<file path="src/rtl/core/mbap_pkg.sv">
// Shared types and constants for the MBAP deframer.
// No dependencies; imported by mbap_frame_deframer and its test bench.
package mbap_pkg;

  localparam logic [7:0] UnitAny = 8'hFF;
  localparam logic [2:0] HdrLast = 3'd6;
  localparam logic [2:0] InPdu   = 3'd7;

  // Frame verdict codes reported on status
  typedef enum logic [2:0] {
    StInProgress = 3'd0,
    StOk         = 3'd1,
    StProtoBad   = 3'd2,
    StUnitBad    = 3'd3,
    StZeroLen    = 3'd4
  } status_e;

  // Checks in priority order: zero length, protocol, unit.
  function automatic status_e verdict(logic [15:0] len, logic proto_bad, logic unit_bad);
    status_e v;
    if (len == 16'd0) begin
      v = StZeroLen;
    end else if (proto_bad) begin
      v = StProtoBad;
    end else if (unit_bad) begin
      v = StUnitBad;
    end else begin
      v = StOk;
    end
    return v;
  endfunction

endpackage

</file>
<file path="src/rtl/core/mbap_frame_deframer.sv">
// Modbus TCP MBAP header deframer, top level.
// Depends on mbap_pkg (constants, status codes, verdict function).
//
// Takes a received TCP byte stream one byte per transaction. The first seven
// bytes of each frame are the MBAP header: transaction ID (ignored), protocol
// ID, big-endian length and unit ID. The next length-1 bytes are the PDU and
// are passed through on pdu_byte_o with pdu_valid_o set; all other results
// carry pdu_byte_o = 0. Every input byte yields exactly one result transaction.
// The frame ends on the last PDU byte, or on the unit byte when the PDU is
// empty (length 0 or 1); that result has frame_done_o set, the PDU length in
// pdu_length_o and a verdict in status_o: zero length first, then nonzero
// protocol ID, then unit mismatch, else ok. A zero length is flagged and the
// next byte starts a new header. PDU bytes are forwarded before the verdict
// is known, so a consumer must drop a bad frame on its own at frame_done_o.
// unit_address (reset 255) is written through the cfg channel, which is always
// ready; 255 matches any unit. Write it only while the block is idle.
// Rate: one byte per clock sustained while out_ready_i stays high. The
// header/PDU counter updates in the cycle a byte is accepted and the result
// appears on the registered output in the cycle after; the single output
// register takes a new byte whenever empty or drained in the same cycle.
module mbap_frame_deframer
  import mbap_pkg::*;
(
  input  logic        clk_i,
  input  logic        rst_ni,
  // configuration write channel
  input  logic        cfg_valid_i,
  output logic        cfg_ready_o,
  input  logic [7:0]  cfg_data_i,
  // byte input channel
  input  logic        in_valid_i,
  output logic        in_ready_o,
  input  logic [7:0]  rx_byte_i,
  // result channel
  output logic        out_valid_o,
  input  logic        out_ready_i,
  output logic [7:0]  pdu_byte_o,
  output logic        pdu_valid_o,
  output logic        frame_done_o,
  output logic [2:0]  status_o,
  output logic [15:0] pdu_length_o
);

  // parse state
  logic [7:0]  unit_addr_q;
  logic [2:0]  hdr_idx_q, hdr_idx_d;
  logic [15:0] decl_len_q, decl_len_d;
  logic [15:0] pdu_rem_q, pdu_rem_d;
  logic        proto_bad_q, proto_bad_d;
  logic        unit_bad_q, unit_bad_d;

  // output register
  logic        out_valid_q;
  logic [7:0]  pdu_byte_q, pdu_byte_d;
  logic        pdu_valid_q, pdu_valid_d;
  logic        done_q, done_d;
  status_e     status_q, status_d;
  logic [15:0] plen_q, plen_d;

  logic        in_acc;

  assign cfg_ready_o = 1'b1;
  assign in_ready_o  = !out_valid_q || out_ready_i;
  assign in_acc      = in_valid_i && in_ready_o;

  // Next state and result for the accepted byte.
  always_comb begin
    hdr_idx_d   = hdr_idx_q;
    decl_len_d  = decl_len_q;
    pdu_rem_d   = pdu_rem_q;
    proto_bad_d = proto_bad_q;
    unit_bad_d  = unit_bad_q;
    pdu_byte_d  = 8'd0;
    pdu_valid_d = 1'b0;
    done_d      = 1'b0;
    status_d    = StInProgress;
    plen_d      = 16'd0;

    case (hdr_idx_q)
      3'd0, 3'd1: begin
        // transaction ID, ignored
        hdr_idx_d = hdr_idx_q + 3'd1;
      end
      3'd2: begin
        proto_bad_d = (rx_byte_i != 8'd0);
        hdr_idx_d   = 3'd3;
      end
      3'd3: begin
        proto_bad_d = proto_bad_q || (rx_byte_i != 8'd0);
        hdr_idx_d   = 3'd4;
      end
      3'd4: begin
        decl_len_d = {rx_byte_i, 8'd0};
        hdr_idx_d  = 3'd5;
      end
      3'd5: begin
        decl_len_d = {decl_len_q[15:8], rx_byte_i};
        hdr_idx_d  = HdrLast;
      end
      HdrLast: begin
        unit_bad_d = (unit_addr_q != UnitAny) && (rx_byte_i != unit_addr_q);
        if (decl_len_q <= 16'd1) begin
          // empty PDU: frame ends on the unit byte
          done_d    = 1'b1;
          status_d  = verdict(decl_len_q, proto_bad_q, unit_bad_d);
          hdr_idx_d = 3'd0;
        end else begin
          pdu_rem_d = decl_len_q - 16'd1;
          hdr_idx_d = InPdu;
        end
      end
      default: begin
        pdu_byte_d  = rx_byte_i;
        pdu_valid_d = 1'b1;
        pdu_rem_d   = pdu_rem_q - 16'd1;
        if (pdu_rem_q == 16'd1) begin
          done_d    = 1'b1;
          status_d  = verdict(decl_len_q, proto_bad_q, unit_bad_q);
          plen_d    = decl_len_q - 16'd1;
          hdr_idx_d = 3'd0;
        end
      end
    endcase
  end

  always_ff @(posedge clk_i or negedge rst_ni) begin
    if (!rst_ni) begin
      unit_addr_q <= UnitAny;
      hdr_idx_q   <= 3'd0;
      decl_len_q  <= 16'd0;
      pdu_rem_q   <= 16'd0;
      proto_bad_q <= 1'b0;
      unit_bad_q  <= 1'b0;
      out_valid_q <= 1'b0;
    end else begin
      if (cfg_valid_i) begin
        unit_addr_q <= cfg_data_i;
      end
      if (in_acc) begin
        hdr_idx_q   <= hdr_idx_d;
        decl_len_q  <= decl_len_d;
        pdu_rem_q   <= pdu_rem_d;
        proto_bad_q <= proto_bad_d;
        unit_bad_q  <= unit_bad_d;
        out_valid_q <= 1'b1;
      end else if (out_ready_i) begin
        out_valid_q <= 1'b0;
      end
    end
  end

  // payload, no reset needed
  always_ff @(posedge clk_i) begin
    if (in_acc) begin
      pdu_byte_q  <= pdu_byte_d;
      pdu_valid_q <= pdu_valid_d;
      done_q      <= done_d;
      status_q    <= status_d;
      plen_q      <= plen_d;
    end
  end

  assign out_valid_o  = out_valid_q;
  assign pdu_byte_o   = pdu_byte_q;
  assign pdu_valid_o  = pdu_valid_q;
  assign frame_done_o = done_q;
  assign status_o     = status_q;
  assign pdu_length_o = plen_q;

  // Assertions
  // a finished frame always carries a verdict
  a_done_has_verdict: assert property (@(posedge clk_i) disable iff (!rst_ni)
    (out_valid_o && frame_done_o) |-> (status_o != StInProgress))
    else $error("frame_done without verdict");

  // no verdict or length outside frame end
  a_idle_fields_zero: assert property (@(posedge clk_i) disable iff (!rst_ni)
    (out_valid_o && !frame_done_o) |-> (status_o == StInProgress && pdu_length_o == 16'd0))
    else $error("status or length set before frame end");

  // a nonzero length is only reported on the last PDU byte
  a_len_on_pdu: assert property (@(posedge clk_i) disable iff (!rst_ni)
    (out_valid_o && pdu_length_o != 16'd0) |-> (frame_done_o && pdu_valid_o))
    else $error("pdu length outside last pdu byte");

  // every accepted byte produces a result next cycle
  a_accept_gives_result: assert property (@(posedge clk_i) disable iff (!rst_ni)
    in_acc |=> out_valid_o)
    else $error("accepted byte lost");

  // while the header counter is at the PDU marker, PDU bytes remain pending
  a_rem_in_pdu: assert property (@(posedge clk_i) disable iff (!rst_ni)
    (hdr_idx_q == InPdu) |-> (pdu_rem_q != 16'd0))
    else $error("in PDU with nothing remaining");

endmodule

</file>
<file path="config.mk">
export PLATFORM = sky130hd
export DESIGN_NAME = mbap_frame_deframer
export DESIGN_NICKNAME = d
export VERILOG_FILES = /design/src/rtl/core/mbap_pkg.sv /design/src/rtl/core/mbap_frame_deframer.sv
export SDC_FILE = /design/constraint.sdc
export NUM_CORES = 1
export LEC_CHECK = 0
export ABC_CLOCK_PERIOD_IN_PS = 4700
export BUFFER_PORTS_ARGS = -buffer_cell sky130_fd_sc_hd__buf_2
export CORE_MARGIN = 10
export CORE_UTILIZATION = 45
export CTS_BUF_LIST = sky130_fd_sc_hd__clkbuf_16
export CTS_CLUSTER_DIAMETER = 30
export DETAILED_ROUTE_END_ITERATION = 8
export GPL_TIMING_DRIVEN = 1
export SYNTH_ARGS = -nofsm -noshare
export SYNTH_HDL_FRONTEND = slang
export SYNTH_SLANG_ARGS = --single-unit
</file>
<file path="constraint.sdc">
create_clock -name clk_i -period 4.7 [get_ports clk_i]
set_clock_uncertainty 0.2 [all_clocks]
set_input_delay 0.47 -clock clk_i [delete_from_list [all_inputs] [get_ports clk_i]]
set_output_delay 0.47 -clock clk_i [all_outputs]
set_load 0.1 [all_outputs]
</file>
==> impl_summary.log <==
INFO  metric outcome = finished clean
INFO  metric critPathCaptureType = flip-flop
INFO  metric antenna_violating_nets_post_route = 0
INFO  metric antennaDiodeCount = 0
INFO  metric clock_tree.root_cell = clkbuf_16
INFO  metric p_leak = 1.88 nW
INFO  metric yosysTopAreaCellShare = 23.6%
INFO  metric start_util = 46.2%
INFO  metric layout.cells.non_filler = 528
INFO  metric yosysWarningCount = 0
INFO  metric power.ir.vdd_worst = 0.356 mV
INFO  metric post_cts_hold_buffer_count = 0
INFO  metric fin_hold_ws = 133 ps
INFO  metric ys_types = 53
INFO  metric pwr-share-seq = 33.8%
INFO  metric design.portCount = 53
INFO  metric maxClockFrequency = 368 MHz
INFO  metric netlist_area = 4030 um2
INFO  metric grt_setup_unrepaired = false
INFO  metric slew_violations = 0
INFO  metric worst-setup-path-type = flip-flop to flip-flop
INFO  metric fillers = 757
INFO  metric power_switching = 1.50 mW
INFO  metric via_per_instance_ratio = 5.51
INFO  metric clk_path_buf_depth = 2
INFO  metric postCtsSetupBuffers = 0
INFO  metric final_layout_size_suffix_gt1_share = 26.9%
INFO  metric timing.max_slew.rel_slack = 21.7%
INFO  metric finalNetCount = 446
INFO  metric die-height = 115 um
INFO  metric period_share = 57.7%
INFO  metric clkPwrFrac = 21.5%
INFO  metric design.die.area = 13100 um2
INFO  metric route.vias.total = 2910
INFO  metric std_cell_rows = 34
INFO  metric initial_antenna_violation_count = 0
INFO  metric p_sw_share = 45.6%
INFO  metric globalRoute.totalOverflow = 0
INFO  metric final_hold_viol_count = 0
INFO  metric fin_tns_setup = 0 ps
INFO  metric routed_wirelength_normalized_by_instance_count = 17.8 um
INFO  metric p_comb_share = 44.6%
INFO  metric internal_portion_of_total_power = 1.79 mW
INFO  metric gpl.final_weighted_congestion = 0.831
INFO  metric vias_in_the_first_global_route = 2950
INFO  metric synth.largest_area_cell = dfrtp_1
INFO  metric first_pass_iters = 5
INFO  metric max_slew.worst_pin.slew = 1160 ps
INFO  metric synth_edf_count = 29
INFO  metric die_width = 115 um
INFO  metric multi_input_comb_area = 1850 um2
INFO  metric async_reset_ff_share = 61.3%
INFO  metric cts-htree-levels = 3
INFO  metric hpwlAfterDp = 6.83 mm
INFO  metric grt_max_degree = 47
INFO  metric layout_setup_ws = 1990 ps
INFO  metric drt_drc_violations_left = 0
INFO  metric synthTopCellsByArea = dfrtp_1, edfxtp_1, mux2_2, dfstp_2, xor2_1
INFO  metric cp-start-kind = flip-flop
INFO  metric cp.arrival = 2710 ps
INFO  metric clk_lat_worst_skew = 330 ps
INFO  metric wire_length_of_the_first_global_routing_pass = 15.4 mm
INFO  metric core_area = 8720 um2
INFO  metric hold_path_class = input port to async pin
INFO  metric tritoncts = yes
INFO  metric cts-resized-gates = 0
INFO  metric seqCellArea = 2030 um2
INFO  metric timing.critical_path.fanout_max = 20
INFO  metric post-synth-top-count-cell = dfrtp_1
INFO  metric initialDrtViolationCount = 200
INFO  metric global_route.usage.total = 14.6%
INFO  metric synthesized_instance_count = 370
INFO  metric synth.top_cells.by_count = dfrtp_1, nor2_1, edfxtp_1, o21ai_0, nand2_1
INFO  metric synth.yosys.seq_area_share = 50.5%
INFO  metric worst_setup_hold_path_clk_slew = 70 ps
INFO  metric clock-sinks = 75
INFO  metric final.min_clock_period = 2710 ps
INFO  metric drv.max_cap_violation_count = 0
INFO  metric post-place-ws = 2000 ps
INFO  metric io_buffer_count = 51
INFO  metric setup_viol_count_final = 0
INFO  metric average_cell_area_after_synthesis = 10.9 um2
INFO  metric synth.ff_latch_count = 75
INFO  metric numCtsBuffers = 9
INFO  metric postRouteWirelength = 9.40 mm
INFO  metric placed_cells_incl_taps = 512
INFO  metric power-per-cell-area = 710 nW/um2
INFO  metric top_flip_flop_cell_by_instance_count_after_synthesis = dfrtp_1
INFO  metric critical_path_required = 4690 ps
INFO  metric synthesized_net_count = 401
INFO  metric area_growth_syn_to_layout = 15.2%
## final cells by class
cell class,count,area share (%)
clock inverter,7,1.78
sequential,75,43.8
clock buffer,9,4.86
tap,108,2.91
multi-input combinational,266,40.0
inverter,10,0.809
timing repair buffer,53,5.83
## per-layer routing
metal | global-route usage [%] | share of wire, % | vias to the layer above
li1 | - | - | 1438
met1 | 19.4 | 47 | 1408
met2 | 22.8 | 48 | 60
met3 | 3.41 | 4.9 | 4
met4 | 4.59 | 0.62 | 0
met5 | 0 | 0 | -
## cell usage in the layout, fill, tap and decap left out, drive strengths merged, types with 3 or more instances in the layout
| master | n |
|---|---|
| buf | 53 |
| ha | 10 |
| clkbuf | 9 |
| xnor2 | 4 |
| inv | 14 |
| edfxtp | 29 |
| or4 | 4 |
| nand3b | 3 |
| nand3 | 16 |
| nand2 | 21 |
| and2 | 11 |
| a22o | 3 |
| nand4 | 8 |
| a21oi | 9 |
| dfrtp | 38 |
| nor3 | 11 |
| mux2 | 19 |
| o21ai | 29 |
| xor2 | 17 |
| a32oi | 3 |
| dfstp | 8 |
| nor2 | 44 |
| nor3b | 3 |
| o21bai | 5 |
| o22a | 6 |
| nor4 | 12 |
| o31a | 3 |
## kinds of logic after synthesis
group / Yosys count / synth area share (%)
xor+xnor: 21 / 4.57
other cells: 1 / 0.0931
buf+inv: 29 / 3.48
mux: 20 / 5.56
fa+ha+maj: 10 / 3.11
simple gates: 140 / 20.7
compound gates: 74 / 12.0
flops: 75 / 50.5
## per-stage QoR
| stage | utilization [%] | cell area (um2) | power (mW) |
|---|---|---|---|
| 2_1_floorplan | - | 4030 | 2.25 |
| 3_3_place_gp | 49.6 | 4330 | 2.58 |
| 3_5_place_dp | 49.6 | 4330 | 2.59 |
| 4_1_cts | 53.2 | 4640 | 3.31 |
| 5_1_grt | 53.2 | 4640 | 3.52 |
| 6_report | 53.2 | 4640 | 3.29 |
## final timing paths
path                         startpoint              to  cells after the start  slack, ps
setup / recovery           hdr_idx_q[2]   pdu_byte_o[7]                      4       1990
hold / removal                   rst_ni    pdu_rem_q[7]                      1        130
setup reg to reg           hdr_idx_q[2]   pdu_byte_o[7]                      4       1990
hold reg to reg              unit_bad_q      unit_bad_q                      1        310
max in group asynchronous        rst_ni  decl_len_q[11]                      1       3510
min in group clk_i           in_valid_i     out_valid_o                      2        170
## critical path: stages, from the launching register on
cell,delay (ps)
dfrtp_1,710
inv_1,190
ha_1,290
nor4_1,950
and2_1,250
## state kept, by name, summed over array words and instances, names as in the netlist
name	count
unit_addr_q	8
out_valid_o	1
decl_len_q	16
pdu_length_o	16
frame_done_o	1
pdu_rem_q	16
pdu_valid_o	1
proto_bad_q	1
hdr_idx_q	3
pdu_byte_o	8
status_o	3
unit_bad_q	1
## power by group through the flow
stage / Combinational (mW) / Clock, mW / Sequential [mW]
detailed placement: 1.47 / 0 / 1.12
finish: 1.47 / 0.709 / 1.11
global route: 1.63 / 0.756 / 1.14
global placement: 1.47 / 0 / 1.12
CTS: 1.48 / 0.721 / 1.11
floorplan: 1.02 / 0 / 1.23
Power figures use the tool's default switching activity.
